**src/ncs_pkg.sv**
```systemverilog
// ncs_pkg: shared constants, codes and control structs for the nearest center search block
// no dependencies

package ncs_pkg;

    localparam int MAX_CENTERS_DEF = 16;
    localparam int MAX_DIM_DEF     = 16;

    localparam int CFG_W     = 5;
    localparam int IDX_W     = 4;
    localparam int VAL_W     = 16;
    localparam int DIST_W    = 36;
    localparam int SQ_W      = 32;
    localparam int REG_IDX_W = 2;

    localparam logic CMD_CENTER = 1'b0;
    localparam logic CMD_POINT  = 1'b1;

    localparam logic [REG_IDX_W-1:0] REG_NUM_CENTERS = 2'd0;
    localparam logic [REG_IDX_W-1:0] REG_DIMS        = 2'd1;

    typedef struct packed {
        logic wr_center;
        logic load_item;
        logic clear_acc;
        logic issue;
        logic load_out;
    } t_dp_cmd;

    typedef struct packed {
        logic pipe_busy;
    } t_dp_status;

endpackage

```
**src/ncs_dp.sv**
```systemverilog
// ncs_dp: center store, distance accumulators, squared difference pipeline and minimum tracking
// depends on ncs_pkg

module ncs_dp #(
    parameter int MAX_CENTERS = ncs_pkg::MAX_CENTERS_DEF,
    parameter int MAX_DIM     = ncs_pkg::MAX_DIM_DEF
) (
    input  logic                              i_clk,
    input  logic                              i_rst_n,
    input  ncs_pkg::t_dp_cmd                  i_cmd,
    input  logic [((MAX_CENTERS > 1) ? $clog2(MAX_CENTERS) : 1)-1:0] i_idx,
    input  logic [ncs_pkg::IDX_W-1:0]         i_center_index,
    input  logic [ncs_pkg::IDX_W-1:0]         i_dim_index,
    input  logic signed [ncs_pkg::VAL_W-1:0]  i_value,
    output ncs_pkg::t_dp_status               o_status,
    output logic [ncs_pkg::IDX_W-1:0]         o_nearest_index,
    output logic [ncs_pkg::DIST_W-1:0]        o_nearest_distance
);

    localparam int CIW   = (MAX_CENTERS > 1) ? $clog2(MAX_CENTERS) : 1;
    localparam int DEPTH = MAX_CENTERS * MAX_DIM;
    localparam int AW    = (DEPTH > 1) ? $clog2(DEPTH) : 1;
    localparam int VW    = ncs_pkg::VAL_W;
    localparam int DW    = ncs_pkg::DIST_W;

    logic signed [VW-1:0]   r_ctr_mem [DEPTH];
    logic [DW-1:0]          r_acc_mem [MAX_CENTERS];
    logic [MAX_CENTERS-1:0] r_acc_vld;

    logic signed [VW-1:0]   r_val;
    logic [ncs_pkg::IDX_W-1:0] r_di;

    logic                   r_v1, r_v2, r_v3;
    logic [CIW-1:0]         r_c1, r_c2, r_c3;
    logic                   r_first1, r_first2, r_first3;
    logic signed [VW-1:0]   r_ctr_rd;
    logic [DW-1:0]          r_acc_rd;
    logic                   r_vld_rd;
    logic [VW-1:0]          r_mag;
    logic [DW-1:0]          r_acc2, r_acc3;
    logic [ncs_pkg::SQ_W-1:0] r_sq;

    logic [CIW-1:0]         r_best_idx;
    logic [DW-1:0]          r_best_dist;
    logic [ncs_pkg::IDX_W-1:0] r_out_idx;
    logic [DW-1:0]          r_out_dist;

    logic                   w_wr_ok;
    logic [AW-1:0]          w_wr_addr;
    logic [AW-1:0]          w_rd_addr;
    logic signed [VW:0]     w_diff;
    logic [VW-1:0]          w_mag;
    logic [DW:0]            w_sum;
    logic [DW-1:0]          w_sat;

    assign w_wr_ok   = (9'(i_center_index) < 9'(MAX_CENTERS)) && (7'(i_dim_index) < 7'(MAX_DIM));
    assign w_wr_addr = AW'(i_center_index) * AW'(MAX_DIM) + AW'(i_dim_index);
    assign w_rd_addr = AW'(i_idx) * AW'(MAX_DIM) + AW'(r_di);

    assign w_diff = {r_val[VW-1], r_val} - {r_ctr_rd[VW-1], r_ctr_rd};
    assign w_mag  = w_diff[VW] ? VW'(-w_diff) : w_diff[VW-1:0];
    assign w_sum  = (DW+1)'(r_acc3) + (DW+1)'(r_sq);
    assign w_sat  = w_sum[DW] ? '1 : w_sum[DW-1:0];

    assign o_status.pipe_busy = r_v1 || r_v2 || r_v3;
    assign o_nearest_index    = r_out_idx;
    assign o_nearest_distance = r_out_dist;

    // center store and accumulator memories
    always_ff @(posedge i_clk) begin
        if (i_cmd.wr_center && w_wr_ok) begin
            r_ctr_mem[w_wr_addr] <= i_value;
        end
        if (i_cmd.issue) begin
            r_ctr_rd <= r_ctr_mem[w_rd_addr];
            r_acc_rd <= r_acc_mem[i_idx];
        end
        if (r_v3) begin
            r_acc_mem[r_c3] <= w_sat;
        end
    end

    always_ff @(posedge i_clk) begin
        if (!i_rst_n) begin
            r_acc_vld <= '0;
            r_v1      <= 1'b0;
            r_v2      <= 1'b0;
            r_v3      <= 1'b0;
        end else begin
            r_v1 <= i_cmd.issue;
            r_v2 <= r_v1;
            r_v3 <= r_v2;
            if (i_cmd.clear_acc) begin
                r_acc_vld <= '0;
            end else if (r_v3) begin
                r_acc_vld[r_c3] <= 1'b1;
            end
        end
    end

    // payload stages
    always_ff @(posedge i_clk) begin
        if (i_cmd.load_item) begin
            r_val <= i_value;
            r_di  <= i_dim_index;
        end
        r_c1     <= i_idx;
        r_first1 <= (i_idx == '0);
        r_vld_rd <= r_acc_vld[i_idx];

        r_c2     <= r_c1;
        r_first2 <= r_first1;
        r_mag    <= w_mag;
        r_acc2   <= r_vld_rd ? r_acc_rd : '0;

        r_c3     <= r_c2;
        r_first3 <= r_first2;
        r_sq     <= r_mag * r_mag;
        r_acc3   <= r_acc2;

        // strict compare keeps the lower index on ties
        if (r_v3 && (r_first3 || (w_sat < r_best_dist))) begin
            r_best_idx  <= r_c3;
            r_best_dist <= w_sat;
        end
        if (i_cmd.load_out) begin
            r_out_idx  <= ncs_pkg::IDX_W'(r_best_idx);
            r_out_dist <= r_best_dist;
        end
    end

endmodule
```
**config.mk**
```make
export PLATFORM = sky130hd
export DESIGN_NAME = ncs_dp
export DESIGN_NICKNAME = d
export VERILOG_FILES = /design/src/ncs_pkg.sv /design/src/ncs_dp.sv
export SDC_FILE = /design/constraint.sdc
export NUM_CORES = 2
export LEC_CHECK = 0
export ABC_AREA = 0
export BUFFER_PORTS_ARGS = -buffer_cell sky130_fd_sc_hd__buf_2
export CORE_MARGIN = 2
export CORE_UTILIZATION = 40
export DETAILED_ROUTE_END_ITERATION = 10
export MAX_ROUTING_LAYER = met4
export SLEW_MARGIN = 10
export SYNTH_ARGS = -nofsm -noshare
export SYNTH_HDL_FRONTEND = slang
export SYNTH_MEMORY_MAX_BITS = 65536
export SYNTH_SLANG_ARGS = --single-unit
```
**constraint.sdc**
```tcl
create_clock -name i_clk -period 11.1 [get_ports i_clk]
set_input_delay 1.665 -clock i_clk [delete_from_list [all_inputs] [get_ports i_clk]]
set_output_delay 1.665 -clock i_clk [all_outputs]
set_load 0.02 [all_outputs]
```
; ---- After elaboration in Yosys (flattened, before gate mapping)
; Memories as Yosys holds them, arrays and structs flattened. A register that Yosys moved wholly into a read port is not among the register bits.
; Cells that the tools add are included.
[op_classes]
addsub = 5
multipliers = 1
order_cmp = 4
mux = 10
n_bitwise = 2
n_reduce_logical = 7
[op_table]
columns = operator, n
row1 = adder 36 x 32 -> 37 bit, 1
row2 = < comparator 36 bit, 1
row3 = 2-to-1 mux 36 bit, 1
row4 = multiplier 16 x 16 -> 32 bit, 1
row5 = subtractor 16 x 16 -> 17 bit, 1
row6 = adder 8 x 4 -> 8 bit, 2
row7 = 2-to-1 mux 16 bit, 1
row8 = negator 16 bit, 1
row9 = bitwise OR 16 bit, 1
row10 = < comparator 4 x 5 -> 1 bit (second input constant), 2
row11 = 2-to-1 mux 1 bit, 6
row12 = binary-select mux 1 bit (select 4 bit), 1
row13 = demux 1 bit (select 4 bit), 1
row14 = greater-or-equal comparator 4 x 1 -> 1 bit (second input constant), 1
row15 = logical NOT 4 bit, 1
row16 = logical OR 1 bit, 3
row17 = logical AND 1 bit, 2
row18 = OR reduction 2 bit, 1
row19 = NOT 1 bit, 1
[word_totals]
register_bits = 255
mem_bits_rw = 4672
input_bits = 35
output_inout_bits = 41
word_cells = 52
mem_count = 2
[mem_list]
columns = memory, depth, width, read_ports, rd_clocked_by_memory_dff, write_ports, line_no
row1 = r_ctr_mem, 256, 16, 1, 1, 1, ncs_dp.sv:26  ; logic signed [VW-1:0] r_ctr_mem [DEPTH];
row2 = r_acc_mem, 16, 36, 1, 1, 1, ncs_dp.sv:27  ; logic [DW-1:0] r_acc_mem [MAX_CENTERS];

; ---- Longest topological paths before layout
[logic_depth]
depth_word = 5
ltp_mapped = 25
depth_no_buf = 24

; ---- Least setup slack after synthesis
; OpenSTA, ideal clock, no wires.
[synth_path]
path_type = register to register
from = register r_acc3[0]
to = register r_best_dist[0] (enable)
setup_ps = 493
arrival_time_ps = 7514
required_time_ps = 10607
path_slack_ps = 3093
stages_incl_launch_ff = 22
n_path_buf = 1
period_less_slack_ps = 8007
path_cell_list = dfxtp_1 -> ha_1 -> ha_1 -> a211oi_1 -> o21ai_0 -> a21oi_1 -> o21ai_0 -> o311ai_0 -> a211oi_1 -> o21bai_1 -> clkbuf_1 -> o21ai_0 -> ha_1 -> a21o_1 -> a21o_1 -> a21oi_1 -> nor2b_1 -> o211ai_1 -> a31oi_1 -> a2111oi_0 -> nand3_1 -> o21ai_0
[synth_between]
elab_chain_cells = 5
[synth_rtl]
columns = element, line_no
row1 = "start, declared", ncs_dp.sv:40  ; logic [DW-1:0] r_acc2, r_acc3;
row2 = "start signal, assigned", ncs_dp.sv:119  ; r_acc3 <= r_acc2;
row3 = adder 36 x 32 -> 37 bit, ncs_dp.sv:62  ; assign w_sum = (DW+1)'(r_acc3) + (DW+1)'(r_sq);
row4 = 2-to-1 mux 36 bit, ncs_dp.sv:63  ; assign w_sat = w_sum[DW] ? '1 : w_sum[DW-1:0];
row5 = named net w_sat[5], ncs_dp.sv:54  ; logic [DW-1:0] w_sat;
row6 = < comparator 36 bit, ncs_dp.sv:122  ; if (r_v3 && (r_first3 || (w_sat < r_best_dist))) begin
row7 = logical OR 1 bit, ncs_dp.sv:122
row8 = logical AND 1 bit, ncs_dp.sv:122
row9 = "end signal, assigned", ncs_dp.sv:124  ; r_best_dist <= w_sat;
row10 = "end, declared", ncs_dp.sv:44  ; logic [DW-1:0] r_best_dist;
; The timed path passes the listed nets, and every way through them passes these cells.
; A chain may end at the register's enable or synchronous reset.

; ---- Final worst setup path
[layout_path]
from = register r_acc3[0]
to = register r_best_dist[13] (enable)
; Same word-level chain as after synthesis.

==> results.yml <==
outcome:
  status: "complete, no violations"
synthesis:
  synth-edff-count: 4824
  ys_ff_latch: 4978
  synthFlopType: "edfxtp_1"
  synthCells: 8802
  syn_area_per_cell_um2: 22.43
  synth_cell_type_count: 60
  syn_nets: 9184
  netlist_area_mm2: 0.1974
  seq_area_frac_synth_pct: 74.93
  yosys_warnings: 0
  async_reset_ff_share_pct: 0
floorplanning:
  start_util_pct: 40.08
  core-area_mm2: 0.4926
  io_pins: 76
  dieArea_mm2: 0.4992
  die_h_um: 706.6
  die_w_um: 706.6
  fp-row-count: 258
cells_and_area:
  nets: 9746
  drive_gt1_share_pct: 28.55
  finalNonFillerCells: 16300
  syn_to_final_growth_pct: 13.64
  finalCoreUtilization_pct: 45.55
  fill_cells: 40590
  final_area_mm2: 0.2244
worst_setup_path:
  path_cells: "ha_1, ha_1, a211oi_1, o21ai_0, a21oi_1, o21ai_0, o311ai_0, a211oi_1, o21bai_2, buf_4, o21ai_1, ha_1, a21o_1, a21o_1, a21oi_1, nor2b_1, o211ai_1, a31oi_1, a2111oi_0, nand3_1, o21ai_4, buf_4"
  critPathMaxStageDelay_ps: 840
  startpoint_type: "flip-flop"
  worstSetupPathType: "reg2reg"
  cp-startpoint: "r_acc3[0]$_DFF_P_"
  reg2reg_slack_ps: 3410
  cp.arrival_ps: 8280
  worstSetupEndpointType: "flip-flop"
  crit_top_cell: "ha_1"
  reg2reg_depth: 22
  critPathSlowestCell: "a2111oi_0"
  reg2reg_from: "r_acc3[0]$_DFF_P_"
  r2r_end: "r_best_dist[13]$_DFFE_PP_"
  required_ps: 11690
  path_delay_family: "compound AO/OA/AOI/OAI gates"
  critPathMaxFanout: 29
  path_buf_inv: 2
sta:
  fin_ws_ps: 3411
  slew_violations: 0
  hold_viol: 0
  fin_crit_ps: 7689
  tns_ps: 0
  setup_viol: 0
  fmax_ghz: 0.1301
  finClkSkew_ps: 121.9
  rsz0062_at_grt: "no"
  timing.slew.headroom_pct: 14.25
  min_period_over_period_pct: 69.27
  worstMarginPinSlew_ps: 1250
hold_path:
  min_path_cells: 0
  holdPathEnd: "r_acc3[0]$_DFF_P_"
  min_path_type: "reg2reg"
  hp-start: "r_acc2[0]$_SDFF_PN0_"
clock_tree:
  htree_levels: 6
  hold_buffers: 0
  cts-resized-gates: 0
  cts_setup_buffers: 0
  cts_tree: "built"
  numCtsBuffers: 523
  cts_max_path_buffers: 4
  clock_latency_ps: 1070
  clk_pin_slew_worst_paths_ps: 70
  clock_sinks: 4978
  root_buffer: "clkbuf_16"
detailed_routing:
  vias_per_cell: 5.673
  route.detailed.drc: 0
  wl_um: 493200
  wl_per_cell_um: 30.26
  dr_total_vias: 92460
  ant_nets: 0
  drtIter0Drc: 10650
  first_pass_iters: 5
run:
  cap_violations: 0
power:
  vdd_drop_max_mv: 2.148
  power.density_mw_per_mm2: 303.3
  p_leak_nw: 71.91
global_routing:
  grt_pass1_vias: 95040
  antenna_found_initial: 32
  grt_usage_pct: 20.04
  grt_max_degree: 175
  grt_remaining_overflow: 0
  grt_first_pass_wirelength_um: 702200
placed_design:
  hpwl_um: 285700
  dp.cells: 15340
  portBuffers: 75
  pre_cts_ws_ps: 3567
  placed_area_mm2: 0.2077
  gp_congestion: 0.8295
layout make-up:
class                      count  area [um^2]  area share, %
tap                         6500         8133          3.625
clock inverter               287         2704          1.205
timing repair buffer         462         3692          1.646
multi-input combinational   3071        46710          20.82
inverter                     328         1239         0.5521
sequential                  4978       147900          65.94
antenna                       24        60.06        0.02677
clock buffer                 650        13890          6.190
synth_stat cells (22+ instances only):
| cell | count | area share, % |
|---|---|---|
| a211oi_1 | 25 | 0.095 |
| ha_1 | 184 | 1.2 |
| o21ai_0 | 55 | 0.14 |
| edfxtp_1 | 4824 | 73 |
| and2_1 | 81 | 0.26 |
| a31oi_1 | 22 | 0.070 |
| a21o_1 | 36 | 0.14 |
| buf_2 | 124 | 0.31 |
| buf_1 | 64 | 0.12 |
| inv_1 | 327 | 0.62 |
| xor2_1 | 27 | 0.12 |
| o21a_1 | 31 | 0.12 |
| nor2_1 | 331 | 0.63 |
| mux4_2 | 1517 | 17 |
| nand3_1 | 38 | 0.096 |
| nor3_1 | 22 | 0.056 |
| mux2i_1 | 43 | 0.22 |
| xnor2_1 | 57 | 0.25 |
| fa_1 | 163 | 1.7 |
| nor2b_1 | 38 | 0.12 |
| nand2_1 | 180 | 0.34 |
| clkbuf_1 | 224 | 0.43 |
| dfxtp_1 | 154 | 1.6 |
| a21oi_1 | 83 | 0.21 |
state kept, by name, indices dropped and copies added, names as in the netlist, 16 cells and up:
register            cells
r_ctr_mem            4096
o_nearest_distance     36
r_sq                   31
r_acc3                 36
r_acc_rd               36
r_acc_mem             576
r_val                  16
r_mag                  16
r_ctr_rd               16
r_acc_vld              16
r_best_dist            36
r_acc2                 36
how the worst max path moves through the flow:
stage,slack [ps],cells after the start,endpoint
final,3410,22,r_best_dist[13]$_DFFE_PP_
after global routing,2970,22,r_best_dist[13]$_DFFE_PP_
after CTS,3520,22,r_best_dist[22]$_DFFE_PP_
after detailed placement,3570,22,r_best_dist[22]$_DFFE_PP_
after global placement,3520,22,r_best_idx[0]$_DFFE_PP_
after floorplan,3090,21,r_best_dist[0]$_DFFE_PP_
cells by family after synthesis:
logic type	count (synthesis)	share of synthesized area, %
simple gates	765	1.747
compound gates	311	1.030
flops	4978	74.93
mux	1564	17.55
xor+xnor	84	0.3726
buf+inv	753	1.554
fa+ha+maj	347	2.819
cells in the final DEF, fill, tap and decap left out, drive strengths merged, types with 25 or more instances in the layout:
cell	netlist	routed
edfxtp	4824	4824
dfxtp	154	154
mux2i	43	43
nor2	331	331
nand3	38	38
buf	201	462
clkinv	0	222
ha	184	184
fa	163	163
a21oi	83	83
xnor2	57	57
xor2	27	27
a211oi	25	25
clkbuf	224	650
bufinv	0	26
a21o	36	36
mux4	1517	1517
nor2b	38	38
nand2	180	180
and2	81	81
o21a	31	31
inv	328	357
o21ai	56	56
report_power, final:
group / switching (mW) / internal [mW]
Clock: 7.31 / 9.59
Sequential: 0.251 / 21.4
Combinational: 17.8 / 11.6
Total: 25.4 / 42.6
worst register-to-register path, delay by kind of cell, from the launching register on:
family | cells | cell delay (ps)
AOI/OAI and AO/OA | 15 | 4790
adders and majority gates | 3 | 930
buffers and inverters | 2 | 890
DFF | 1 | 310
and+or+nand+nor | 2 | 310
layer usage:
metal  up-vias  track usage (%)  share of wire [%]
met4         0            5.850                3.3
met2      3682            33.06                 50
met3       709            2.778                6.9
met1     50370            26.13                 40
met5         -                -                  0
li1      37700                -                  -
per-stage QoR:
step                      hold WS (ps)  power [mW]
final                            289.8       68.04
after global routing             298.8       72.19
after CTS                        285.5       69.00
after detailed placement         312.1       52.07
after global placement           310.5       51.86
after floorplan                  309.6       44.27
No activity file was read; power rests on OpenSTA's default activity.
