--- src/ncs_pkg.sv ---
// ncs_pkg: shared constants, codes and control structs for the nearest center search block
// no dependencies

package ncs_pkg;

    localparam int MAX_CENTERS_DEF = 16;
    localparam int MAX_DIM_DEF     = 16;

    localparam int CFG_W     = 5;
    localparam int IDX_W     = 4;
    localparam int VAL_W     = 16;
    localparam int DIST_W    = 36;
    localparam int SQ_W      = 32;
    localparam int REG_IDX_W = 2;

    localparam logic CMD_CENTER = 1'b0;
    localparam logic CMD_POINT  = 1'b1;

    localparam logic [REG_IDX_W-1:0] REG_NUM_CENTERS = 2'd0;
    localparam logic [REG_IDX_W-1:0] REG_DIMS        = 2'd1;

    typedef struct packed {
        logic wr_center;
        logic load_item;
        logic clear_acc;
        logic issue;
        logic load_out;
    } t_dp_cmd;

    typedef struct packed {
        logic pipe_busy;
    } t_dp_status;

endpackage

--- src/ncs_ctrl.sv ---
// ncs_ctrl: controller state machine, configuration registers and center walk counter
// depends on ncs_pkg

module ncs_ctrl #(
    parameter int MAX_CENTERS = ncs_pkg::MAX_CENTERS_DEF,
    parameter int MAX_DIM     = ncs_pkg::MAX_DIM_DEF
) (
    input  logic                            i_clk,
    input  logic                            i_rst_n,
    input  logic                            i_in_valid,
    input  logic                            i_in_cmd,
    input  logic [ncs_pkg::IDX_W-1:0]       i_in_dim_index,
    output logic                            o_in_ready,
    input  logic                            i_out_ready,
    output logic                            o_out_valid,
    input  logic                            i_cfg_valid,
    input  logic [ncs_pkg::REG_IDX_W-1:0]   i_cfg_index,
    input  logic [ncs_pkg::CFG_W-1:0]       i_cfg_data,
    output logic                            o_cfg_ready,
    input  ncs_pkg::t_dp_status             i_status,
    output ncs_pkg::t_dp_cmd                o_cmd,
    output logic [((MAX_CENTERS > 1) ? $clog2(MAX_CENTERS) : 1)-1:0] o_idx
);

    localparam int CIW  = (MAX_CENTERS > 1) ? $clog2(MAX_CENTERS) : 1;
    localparam int CMPW = (CIW > ncs_pkg::CFG_W) ? CIW : ncs_pkg::CFG_W;

    typedef enum logic [3:0] {
        S_IDLE  = 4'b0001,
        S_ISSUE = 4'b0010,
        S_WAIT  = 4'b0100,
        S_EMIT  = 4'b1000
    } t_state;

    t_state                     r_state, n_state;
    logic [CIW-1:0]             r_cnt, n_cnt;
    logic [ncs_pkg::CFG_W-1:0]  r_nc_last, n_nc_last;
    logic                       r_last, n_last;
    logic                       r_out_valid, n_out_valid;
    logic [ncs_pkg::CFG_W-1:0]  r_num_centers;
    logic [ncs_pkg::CFG_W-1:0]  r_dims;

    logic [ncs_pkg::CFG_W-1:0]  w_nc_eff;
    logic [ncs_pkg::CFG_W-1:0]  w_nd_eff;
    logic                       w_accept;
    logic                       w_cfg_accept;
    logic                       w_dim_ok;
    logic                       w_dim_last;
    logic                       w_out_free;

    // saturate registers into their legal ranges
    assign w_nc_eff = (r_num_centers == '0) ? ncs_pkg::CFG_W'(1) :
                      (9'(r_num_centers) > 9'(MAX_CENTERS)) ? ncs_pkg::CFG_W'(MAX_CENTERS) :
                      r_num_centers;
    assign w_nd_eff = (r_dims == '0) ? ncs_pkg::CFG_W'(1) :
                      (7'(r_dims) > 7'(MAX_DIM)) ? ncs_pkg::CFG_W'(MAX_DIM) :
                      r_dims;

    assign o_in_ready   = (r_state == S_IDLE);
    assign o_cfg_ready  = 1'b1;
    assign o_out_valid  = r_out_valid;
    assign o_idx        = r_cnt;
    assign w_accept     = i_in_valid && o_in_ready;
    assign w_cfg_accept = i_cfg_valid && o_cfg_ready;
    assign w_dim_ok     = ncs_pkg::CFG_W'(i_in_dim_index) < w_nd_eff;
    assign w_dim_last   = ncs_pkg::CFG_W'(i_in_dim_index) == (w_nd_eff - ncs_pkg::CFG_W'(1));
    assign w_out_free   = !r_out_valid || i_out_ready;

    always_comb begin
        n_state     = r_state;
        n_cnt       = r_cnt;
        n_nc_last   = r_nc_last;
        n_last      = r_last;
        n_out_valid = r_out_valid && !i_out_ready;
        o_cmd       = '0;
        unique case (r_state)
            S_IDLE: begin
                if (w_accept) begin
                    if (i_in_cmd == ncs_pkg::CMD_CENTER) begin
                        o_cmd.wr_center = 1'b1;
                    end else if (w_dim_ok) begin
                        o_cmd.load_item = 1'b1;
                        o_cmd.clear_acc = (i_in_dim_index == '0);
                        n_last          = w_dim_last;
                        n_nc_last       = w_nc_eff - ncs_pkg::CFG_W'(1);
                        n_cnt           = '0;
                        n_state         = S_ISSUE;
                    end
                end
            end
            S_ISSUE: begin
                o_cmd.issue = 1'b1;
                n_cnt       = r_cnt + CIW'(1);
                if (CMPW'(r_cnt) == CMPW'(r_nc_last)) begin
                    n_state = S_WAIT;
                end
            end
            S_WAIT: begin
                if (!i_status.pipe_busy) begin
                    n_state = r_last ? S_EMIT : S_IDLE;
                end
            end
            S_EMIT: begin
                if (w_out_free) begin
                    o_cmd.load_out  = 1'b1;
                    o_cmd.clear_acc = 1'b1;
                    n_out_valid     = 1'b1;
                    n_state         = S_IDLE;
                end
            end
            default: begin
                n_state = S_IDLE;
            end
        endcase
    end

    always_ff @(posedge i_clk) begin
        if (!i_rst_n) begin
            r_state       <= S_IDLE;
            r_cnt         <= '0;
            r_nc_last     <= '0;
            r_last        <= 1'b0;
            r_out_valid   <= 1'b0;
            r_num_centers <= ncs_pkg::CFG_W'(1);
            r_dims        <= ncs_pkg::CFG_W'(1);
        end else begin
            r_state     <= n_state;
            r_cnt       <= n_cnt;
            r_nc_last   <= n_nc_last;
            r_last      <= n_last;
            r_out_valid <= n_out_valid;
            if (w_cfg_accept) begin
                unique case (i_cfg_index)
                    ncs_pkg::REG_NUM_CENTERS: r_num_centers <= i_cfg_data;
                    ncs_pkg::REG_DIMS:        r_dims        <= i_cfg_data;
                    default: ;
                endcase
            end
        end
    end

endmodule

--- config.mk ---
export PLATFORM = sky130hd
export DESIGN_NAME = ncs_ctrl
export DESIGN_NICKNAME = d
export VERILOG_FILES = /design/src/ncs_pkg.sv /design/src/ncs_ctrl.sv
export SDC_FILE = /design/constraint.sdc
export NUM_CORES = 1
export LEC_CHECK = 0
export ABC_AREA = 1
export BUFFER_PORTS_ARGS = -buffer_cell sky130_fd_sc_hd__buf_2
export CAP_MARGIN = 0
export CORE_UTILIZATION = 40
export DETAILED_ROUTE_END_ITERATION = 8
export SLEW_MARGIN = 20
export SYNTH_ARGS = -nofsm -noshare
export SYNTH_HDL_FRONTEND = slang
export SYNTH_SLANG_ARGS = --single-unit
--- constraint.sdc ---
create_clock -name i_clk -period 1.9 [get_ports i_clk]
set_input_delay 0.095 -clock i_clk [delete_from_list [all_inputs] [get_ports i_clk]]
set_output_delay 0.095 -clock i_clk [all_outputs]
set_load 0.1 [all_outputs]
---- After elaboration in Yosys (flattened, before gate mapping) ----
Index checks and enable logic that the tools add are counted.
word-level totals
  RAM bits ................................ 0
  bits in latches ......................... 0
  memories ................................ 0
  flip-flop bits (word level) ............. 25
  bits of input ports ..................... 18
  output and inout bits ................... 12
  ROM bits ................................ 0
  word-level logic and storage cells ...... 68
cells by class
  $mul .................................... 0
  eq/ne operators ......................... 13
  bitwise gates (word level) .............. 0
  add/subtract/negate cells ............... 3
  shift-type cells ........................ 0
  reductions and logical operators ........ 15
  order comparisons ....................... 3
  divide/modulo/power cells ............... 0
  multiplexer cells ....................... 27
operators by type and width
  cell                 count
  $mux 4               10
  $mux 5               4
  $pmux 4 s4           1
  $eq 4x5->1           2
  $gt 5x5->1 const B   2
  $logic_not 5->1      2
  $sub 5x1->5 const B  2
  $ne 2x2->1 const B   4
  $pmux 4 s2           1
  $reduce_and 4->1     2
  $mux 1               6
  $mux 2               3
  $reduce_and 6->1     1
  $lt 4x5->1           1
  $add 4x1->4 const B  1
  $eq 4x1->1 const B   1
  $eq 4x2->1 const B   1
  $eq 4x3->1 const B   1
  $eq 4x4->1 const B   1
  $logic_not 4->1      1
  $ne 2x1->1 const B   2
  $reduce_and 2->1     2
  $mux 3               1
  $eq 2x1->1 const B   1
  6 further kinds      8

---- Logic depth before layout (Yosys ltp) ----
Gate-level depths: netlist (run 1).
  depth after elaboration ................. 8
  gate-level depth with buffers ........... 13
  mapped depth without buffers ............ 13

---- Least setup slack after synthesis (run 1) ----
No wires, ideal clock.
  kind .................................... reg-to-output
  start ................................... register r_out_valid, in the netlist o_out_valid
  end ..................................... output o_cmd[2] in the netlist's numbering
  data required time ...................... 1.805 ns
  data arrival time ....................... 2.750 ns
  slack ................................... -0.945 ns
  stages on the path, launching flop included .. 5
  path buffers ............................ 0
  cells stage by stage .................... dfxtp_1 inv_1 nor2_1 nor2_1 a31o_2
RTL lines
  element                   line             text
  start: declaration        ncs_ctrl.sv:39   logic r_out_valid, n_out_valid;
  start signal: assignment  ncs_ctrl.sv:131  r_out_valid <= n_out_valid;
  end: declaration          ncs_ctrl.sv:21   output ncs_pkg::t_dp_cmd o_cmd,

==> results.cfg, run 1 <==
[clocking]
cts_tree = yes
cts_root_buf = clkbuf_8
clk_path_buf_depth = 2
clkLatencyLatePin_ns = 0.26
path_clk_slew_ns = 0.08
cts_htree_levels = 1
numCtsBuffers = 3
cts.sinks = 25

[logic_synthesis]
syn_area_mm2 = 0.00154
yosysMostFrequentCell = nand2_1
synth_top_family_by_area = simple AND/OR/NAND/NOR gates
asyncSetResetFlopFracSynth = 0
synth-compound-area-share = 0.144
ys_warn_count = 0
synth.top_cell.area_share = 0.325
synth_seq_cells = 25
ys.flop_type = dfxtp_1
ys_top_cells_by_count = nand2_1 (34), nor2_1 (33), inv_1 (31), dfxtp_1 (25), nand3_1 (17)
syn_inst = 218
yosysSeqAreaShare = 0.325
syn_nets = 243
yosys.area_share.simple = 0.317
muxShareOfSynthArea = 0
yosys-top-cells-area = dfxtp_1 (32%), nand2_1 (8.3%), nor2_1 (8.0%)
synth_top_cell_by_area = dfxtp_1
synth_fa_ha_area_frac = 0.0568
synth-xor-area-share = 0.0487
synthDistinctLibCells = 33
syn_area_per_cell_um2 = 7.07
synth_edf_count = 0

[setup_path]
cpPeakStageDelay_ns = 0.33
crit_chain = nor2_2 -> nand2_1 -> nand2_1 -> nand2_2 -> ha_4 -> nand2_2 -> inv_2 -> nand3b_4 -> nand4_4 -> nor2_4 -> a31o_4 -> buf_12
required_ns = 1.80
start_kind = flop
arrival_ns = 1.91
cpMaxStageDelayCell = dfxtp_2
setup.worst_path.class = reg2out
cp_max_fo = 3
end_kind = output pin

[global_route]
grt_pass1_wl_mm = 5.32
grt_overflow = 0
grt_max_degree = 19
first_global_vias = 1286
grt_use_total = 0.162
antenna_found_initial = 0

[routing]
wire_per_inst_um = 10.0
dr.pass1.iters = 4
vias = 1449
drt_wl_total_mm = 3.07
ant_nets = 0
detail_route.vias_per_cell = 4.72
drt-initial-drc-count = 43
drc = 0

[sta]
skew_ns = 0.00710
period_share = 1.05
finalSetupViolations = 2
clock.fmax_ghz = 0.499
timing.hold.ws_ns = 0.0683
finalCriticalPeriod_ns = 2.00
hold_violations = 0
final.setup.worst_slack_ns = -0.103
rsz0062_at_grt = yes
setup_tns_ns = -0.179
slew_viol_final = 0

[floorplan]
start_util = 0.418
pin_count = 30
die_w_um = 64.1
die_y_um = 64.1
core_mm2 = 0.00369
rows = 22
die-area_mm2 = 0.00411

[placement]
dp_hpwl_mm = 2.46
placement.io_buffers = 28
place_ws_ns = 0.0122
place_congestion = 0.845

[flow_run]
cap_violations = 0

[hold_path]
min_path_type = in2reg

[final_layout]
syn_to_final_growth_pct = 27.8
multiInputGateArea_um2 = 947
nFillCells = 397
nets = 285
ff_latch_area_um2 = 508
antenna_cells = 0
layout-drive-gt1-share = 0.324
final_core_utilization = 0.534

[power_and_ir_drop]
leakagePower_nw = 0.942
ir_drop_mv = 0.440
power_density_mw_per_mm2 = 701

[status]
status = finished with violations
violations = negative setup slack
critical path: cells and delay by family (launching register included):
family / cells / cell delay [ns]
AOI/OAI and AO/OA: 1 / 0.22
adders and majority gates: 1 / 0.28
buffers and inverters: 2 / 0.22
DFF: 1 / 0.33
and+or+nand+nor: 8 / 0.58
cell families after synthesis:
family,Yosys count
simple gates,102
xor+xnor,7
other cells,1
flops,25
buf+inv,38
compound gates,38
fa+ha+maj,7
per-stage QoR:
stage,instances,cell area [µm²],total power [W]
CTS,304,1910,0.00138
finish,307,1970,0.00138
detailed placement,296,1810,0.00106
floorplan,218,1570,0.000962
global route,307,1970,0.00148
global placement,296,1810,0.00106
metal layers:
metal  global-route usage  wire length (µm)  vias to the layer above
li1                     -                 -                      789
met1                0.194              1420                      638
met2                0.295              1540                       20
met3               0.0393                94                        2
met4               0.0256                13                        0
met5                    0                 0                        -
path summary, 6_finish.rpt:
| kind | from | to | slack, ns | depth (start not counted) |
|---|---|---|---|---|
| setup / recovery | r_dims[1]$_SDFFE_PN0P_ | o_cmd[2] | -0.10 | 12 |
| hold / removal | i_cfg_data[0] | r_dims[0]$_SDFFE_PN1P_ | 0.07 | 3 |
| setup reg to reg | r_dims[1]$_SDFFE_PN0P_ | r_nc_last[3]$_SDFFE_PN0P_ | 0.10 | 14 |
| hold reg to reg | r_dims[0]$_SDFFE_PN1P_ | r_dims[0]$_SDFFE_PN1P_ | 0.48 | 2 |
where the power goes:
group / switching, W / internal (W) / total [W] / leakage, nW
Sequential: 0.0000183 / 0.000553 / 0.000571 / 0.205
Combinational: 0.000337 / 0.000170 / 0.000507 / 0.712
Clock: 0.000157 / 0.000146 / 0.000304 / 0.0255
layout make-up:
cell class	instances	share of cell area
clock buffers	3	0.0210
inverters	33	0.0660
clock inverters	1	0.00254
flip-flops and latches	25	0.258
repair buffers	42	0.142
multi-input cells	155	0.481
well taps	48	0.0305
timing repair:
action / 4_1_cts / 5_1_grt
hold buffers: 0 / 0
setup endpoints to repair: 2 / 14
resized for setup: 7 / 12
pin swaps: 5 / 2
setup buffers: 4 / 3
cloned: 0 / 0
registers in the layout, summed over array words and instances, names as in the netlist:
signal and flops:
r_state 4, r_nc_last 5, r_dims 5, o_idx 4
r_num_centers 5, o_out_valid 1, r_last 1
layout by cell type (no fill, tap or decap), types with 3 or more instances in the layout:
cell      count
xnor2_1       4
nor2_2        3
nand4_1       4
o21ai_2       3
ha_1          6
o21ai_0      13
clkbuf_8      3
nand2_1      29
a21oi_1      14
nor2_4        4
buf_2        26
inv_1        29
a21oi_2       3
dfxtp_2       3
nand2_2       9
nor2_1       28
nand3_1      17
dfxtp_1      21
buf_4        13
(Power assumes the default switching activity.)
==> run 2: changes to the inputs <==
CTS_CLUSTER_DIAMETER = 120   (was unset)
clock period = 2.2 ns   (was 1.9 ns; I/O delays follow)
==> run 2 against run 1 <==
The run now ends clean; worst hold slack gained 0.013 ns; core utilization fell by 1.5 points; cell count down 2.6%; non-clock buffer count fell by 8; total power down 14%; sequential share of layout area increased by 0.69 points; count of clock-buffer cells in the layout unchanged; sequential power down 13%; register-to-register slack better by 0.22 ns; cell area is 2.9% lower; via count is 3.3% lower; highest routed layer unchanged.
==> results.cfg, run 2 (synthesis gave the netlist of run 1 again) <==
[status]
status = finished, final reports clean

[final_layout]
nFillCells = 373
syn_to_final_growth_pct = 24.2
layout-drive-gt1-share = 0.275
antenna_cells = 0
top_regs = r_dims: 5 flops, r_nc_last: 5 flops, r_num_centers: 5 flops
nets = 277
final_core_utilization = 0.519
final_common_cell = nand2_1
multiInputGateArea_um2 = 947
layout_common_cells = nand2_1 (33), inv_1 (31), nor2_1 (28)
finalInstanceArea_mm2 = 0.00191
ff_latch_area_um2 = 507

[placement]
place_congestion = 0.845
placement.io_buffers = 28
dpl_cell_area_mm2 = 0.00177
dp_hpwl_mm = 2.32

[sta]
timing.hold.ws_ns = 0.0816
period_share = 0.970
hold_violations = 0
slew_viol_final = 0
clock.fmax_ghz = 0.469
finalCriticalPeriod_ns = 2.13
finalSetupViolations = 0
skew_ns = 0.00603

[power_and_ir_drop]
power_density_mw_per_mm2 = 621
p_total_w = 0.00119
intPower_w = 0.000738
leakagePower_nw = 0.904
comb_power_share = 0.348
clkPwrFrac = 0.235
p_sw_frac = 0.379
p_seq_frac = 0.417
p_switching_w = 0.000450
ir_drop_mv = 0.492

[global_route]
grt_max_degree = 19
grt_use_total = 0.159
grt_overflow = 0
first_global_vias = 1244
antenna_found_initial = 0
grt_pass1_wl_mm = 5.13

[clocking]
cts_htree_levels = 1
numCtsBuffers = 3
clk_path_buf_depth = 2
cts_root_buf = clkbuf_8
cts.sinks = 25
path_clk_slew_ns = 0.08
hold_buffers = 0
clkLatencyLatePin_ns = 0.27
cts_tree = yes

[hold_path]
min_path_type = in2reg

[setup_path]
cp_max_fo = 3
setup.worst_path.class = reg2out
end_kind = output pin
arrival_ns = 2.02
start_kind = flop
required_ns = 2.09

[floorplan]
die_y_um = 64.1
core_mm2 = 0.00369
die-area_mm2 = 0.00411
pin_count = 30
start_util = 0.418
die_w_um = 64.1
rows = 22

[routing]
ant_nets = 0
drc = 0
vias = 1401
dr.pass1.iters = 4
top_layer = met4
wl_met2_mm = 1.49
wl_met1_mm = 1.45
drt_wl_total_mm = 3.07
detail_route.vias_per_cell = 4.69
wl_met3_um = 87
wire_per_inst_um = 10.3
drt-initial-drc-count = 44

[flow_run]
cap_violations = 0
==> run 2: cell count changes in the layout (fill, tap and decap cells not counted), moves of 2 or more <==
| cell | previous run | this run |
|---|---|---|
| nand2_1 | 29 | 33 |
| nor2_2 | 3 | 1 |
| nor2_4 | 4 | 6 |
| nand2_2 | 9 | 5 |
| buf_4 | 13 | 5 |
| inv_1 | 29 | 31 |
==> run 2: layout make-up <==
cell class,count,area share
Inverter,33,0.0647
Sequential cell,25,0.265
Timing Repair Buffer,34,0.119
Tap cell,48,0.0314
Clock inverter,1,0.00392
Clock buffer,3,0.0216
Multi-Input combinational cell,155,0.495
==> run 2: final timing paths <==
check	startpoint	end	slack, ns	cells after the start
setup / recovery	r_dims[2]$_SDFFE_PN0P_	o_cmd[2]	0.07	12
setup reg to reg	r_dims[2]$_SDFFE_PN0P_	o_idx[0]$_SDFFE_PN0P_	0.32	14
hold / removal	i_cfg_data[0]	r_dims[0]$_SDFFE_PN1P_	0.08	3
hold reg to reg	r_num_centers[3]$_SDFFE_PN0P_	r_num_centers[3]$_SDFFE_PN0P_	0.49	2
==> run 2: per-stage QoR <==
stage                     std cells  worst slack, ns  setup TNS, ns
after floorplan                 218          -0.0590        -0.0590
after global placement          290            0.300              0
after detailed placement        290            0.242              0
after CTS                       294          0.00647              0
after global routing            299          -0.0334        -0.0618
final                           299           0.0665              0
==> run 2: critical path: stages (launching register included) <==
cell,delay (ns)
dfxtp_4,0.37
nor2_4,0.12
nand2_1,0.06
nand2_1,0.08
nand2_2,0.10
ha_4,0.28
nand2_1,0.04
inv_1,0.08
nand3b_4,0.09
nand4_4,0.09
nor2_4,0.05
a31o_4,0.22
buf_12,0.16
==> run 2: timing repair <==
action | CTS | global route
buffers inserted | 0 | 5
gates cloned | 0 | 0
resized for setup | 3 | 11
pin swaps | 2 | 4
endpoints found under the setup margin | 2 | 2
==> run 2: routing by layer <==
metal,vias up,global-route usage
met4,0,0.0597
met1,616,0.185
met5,-,0
met3,4,0.0375
li1,763,-
met2,18,0.281
==> run 2: power by group through the flow <==
stage | registers (W) | clock network (W) | logic (W)
detailed placement | 0.000503 | 0 | 0.000397
global route | 0.000500 | 0.000311 | 0.000452
global placement | 0.000503 | 0 | 0.000396
finish | 0.000495 | 0.000279 | 0.000414
floorplan | 0.000506 | 0 | 0.000316
CTS | 0.000493 | 0.000287 | 0.000400
==> run 3: changes to the inputs <==
clock period = 1.8 ns   (was 2.2 ns; I/O delays follow)
==> run 3 against run 2 <==
The run now ends with negative setup slack left; die area unchanged; worst hold slack lost 0.021 ns; sequential power is 22% higher; critical path type unchanged.
==> results.cfg, run 3 (synthesis gave the netlist of run 1 again) <==
[floorplan]
die_y_um = 64.1
core_mm2 = 0.00369
pin_count = 30
die_w_um = 64.1
start_util = 0.418
die-area_mm2 = 0.00411
rows = 22

[final_layout]
nFillCells = 369
layout-drive-gt1-share = 0.395
final_core_utilization = 0.573
top_regs = r_dims: 5 flops, r_nc_last: 5 flops, r_num_centers: 5 flops
finalInstanceArea_mm2 = 0.00211
layout_common_cells = nand2_1 (28), inv_1 (28), nor2_1 (27)
nets = 289
antenna_cells = 0
finalNonFillerCells = 311
syn_to_final_growth_pct = 37.0

[clocking]
clkLatencyLatePin_ns = 0.26
path_clk_slew_ns = 0.08
numCtsBuffers = 3
cts.sinks = 25
cts_htree_levels = 1
cts_root_buf = clkbuf_8
clk_path_buf_depth = 2
cts_tree = yes

[placement]
place_congestion = 0.805
placement.io_buffers = 28
place_inst = 298
dpl_cell_area_mm2 = 0.00184
dp_hpwl_mm = 2.47

[flow_run]
cap_violations = 0

[sta]
period_share = 1.14
hold_violations = 0
slew_viol_final = 0
rsz0062_at_grt = yes
timing.hold.ws_ns = 0.0602
finalSetupViolations = 7
clock.fmax_ghz = 0.487
skew_ns = 0.00327
finalCriticalPeriod_ns = 2.05
final.setup.worst_slack_ns = -0.252

[global_route]
grt_max_degree = 18
grt_overflow = 0
grt_pass1_wl_mm = 5.23
grt_use_total = 0.163
antenna_found_initial = 0
first_global_vias = 1281

[routing]
detail_route.vias_per_cell = 4.76
wl_met2_mm = 1.71
wl_met1_mm = 1.47
vias = 1479
drt_wl_total_mm = 3.30
drc = 0
top_layer = met4
wire_per_inst_um = 10.6
drt-initial-drc-count = 49
wl_met3_um = 87
ant_nets = 0
dr.pass1.iters = 4

[status]
status = finished with violations
violations = negative setup slack

[setup_path]
start_kind = flop
reg2reg_from = r_dims[0]$_SDFFE_PN1P_
cp_top_family = simple AND/OR/NAND/NOR gates
cp_max_fo = 4
arrival_ns = 1.96
required_ns = 1.71
crit_buf_inv = 2
crit_chain = nor2_2 -> nand2_1 -> nand2_1 -> nand2_2 -> ha_4 -> nand2_2 -> inv_2 -> nand3b_4 -> nand4_4 -> nor2_4 -> a31o_4 -> buf_12
setup.worst_path.class = reg2out
startpoint = r_dims[0]$_SDFFE_PN1P_
end_kind = output pin
cpMaxStageDelayCell = dfxtp_2
cpPeakStageDelay_ns = 0.33

[power_and_ir_drop]
leakagePower_nw = 0.973
ir_drop_mv = 0.508
power_density_mw_per_mm2 = 728

[hold_path]
min_path_type = in2reg
hold_start = i_cfg_data[0]
[run 3: worst paths after layout]
path,depth (start not counted),to,slack [ns]
min,3,r_num_centers[0]$_SDFFE_PN1P_,0.06
min reg2reg,2,r_num_centers[3]$_SDFFE_PN0P_,0.48
max,12,o_cmd[2],-0.25
max reg2reg,15,r_last$_SDFFE_PN0P_,-0.07
[run 3: layout make-up]
class	instances	area (µm²)	area share
timing repair buffer	46	335	0.159
tap	48	60.1	0.0284
clock buffer	3	41.3	0.0195
clock inverter	1	5.00	0.00237
multi-input combinational	155	1030	0.488
sequential	25	512	0.242
inverter	33	128	0.0604
[run 3: per-layer routing]
| metal | up-vias | track usage |
|---|---|---|
| li1 | 791 | - |
| met1 | 663 | 0.192 |
| met2 | 21 | 0.293 |
| met3 | 4 | 0.0321 |
| met4 | 0 | 0.0511 |
| met5 | - | 0 |
[run 3: metrics by stage]
step / total power, W / setup slack, ns / TNS, ns
4_1_cts: 0.00147 / -0.312 / -0.926
5_1_grt: 0.00163 / -0.373 / -1.91
3_5_place_dp: 0.00113 / -0.0509 / -0.125
6_report: 0.00154 / -0.252 / -0.567
2_1_floorplan: 0.00102 / -0.215 / -0.215
3_3_place_gp: 0.00112 / -0.00431 / -0.00463
[run 3: power by group]
group	total (W)	switching (W)	internal, W
Sequential	0.000605	0.0000215	0.000584
Clock	0.000323	0.000169	0.000155
Combinational	0.000609	0.000385	0.000224
[run 3: what timing repair did]
action | in CTS | in global routing
hold buffers | 0 | 0
pin swaps | 3 | 13
setup buffers | 4 | 5
setup endpoints to repair | 4 | 18
gates resized for setup | 9 | 33
[run 3: worst reg2reg max path, stage by stage, from the launching register on]
cell and delay (ns):
dfxtp_2 0.34, nor2_2 0.04, buf_4 0.12, buf_4 0.12
nand3_2 0.07, nand2_2 0.08, buf_4 0.14, buf_4 0.12
inv_1 0.05, ha_2 0.26, xnor2_1 0.12, nor2_1 0.08
nand2_1 0.05, nor2_1 0.09, nand3_1 0.09, nand2_1 0.06
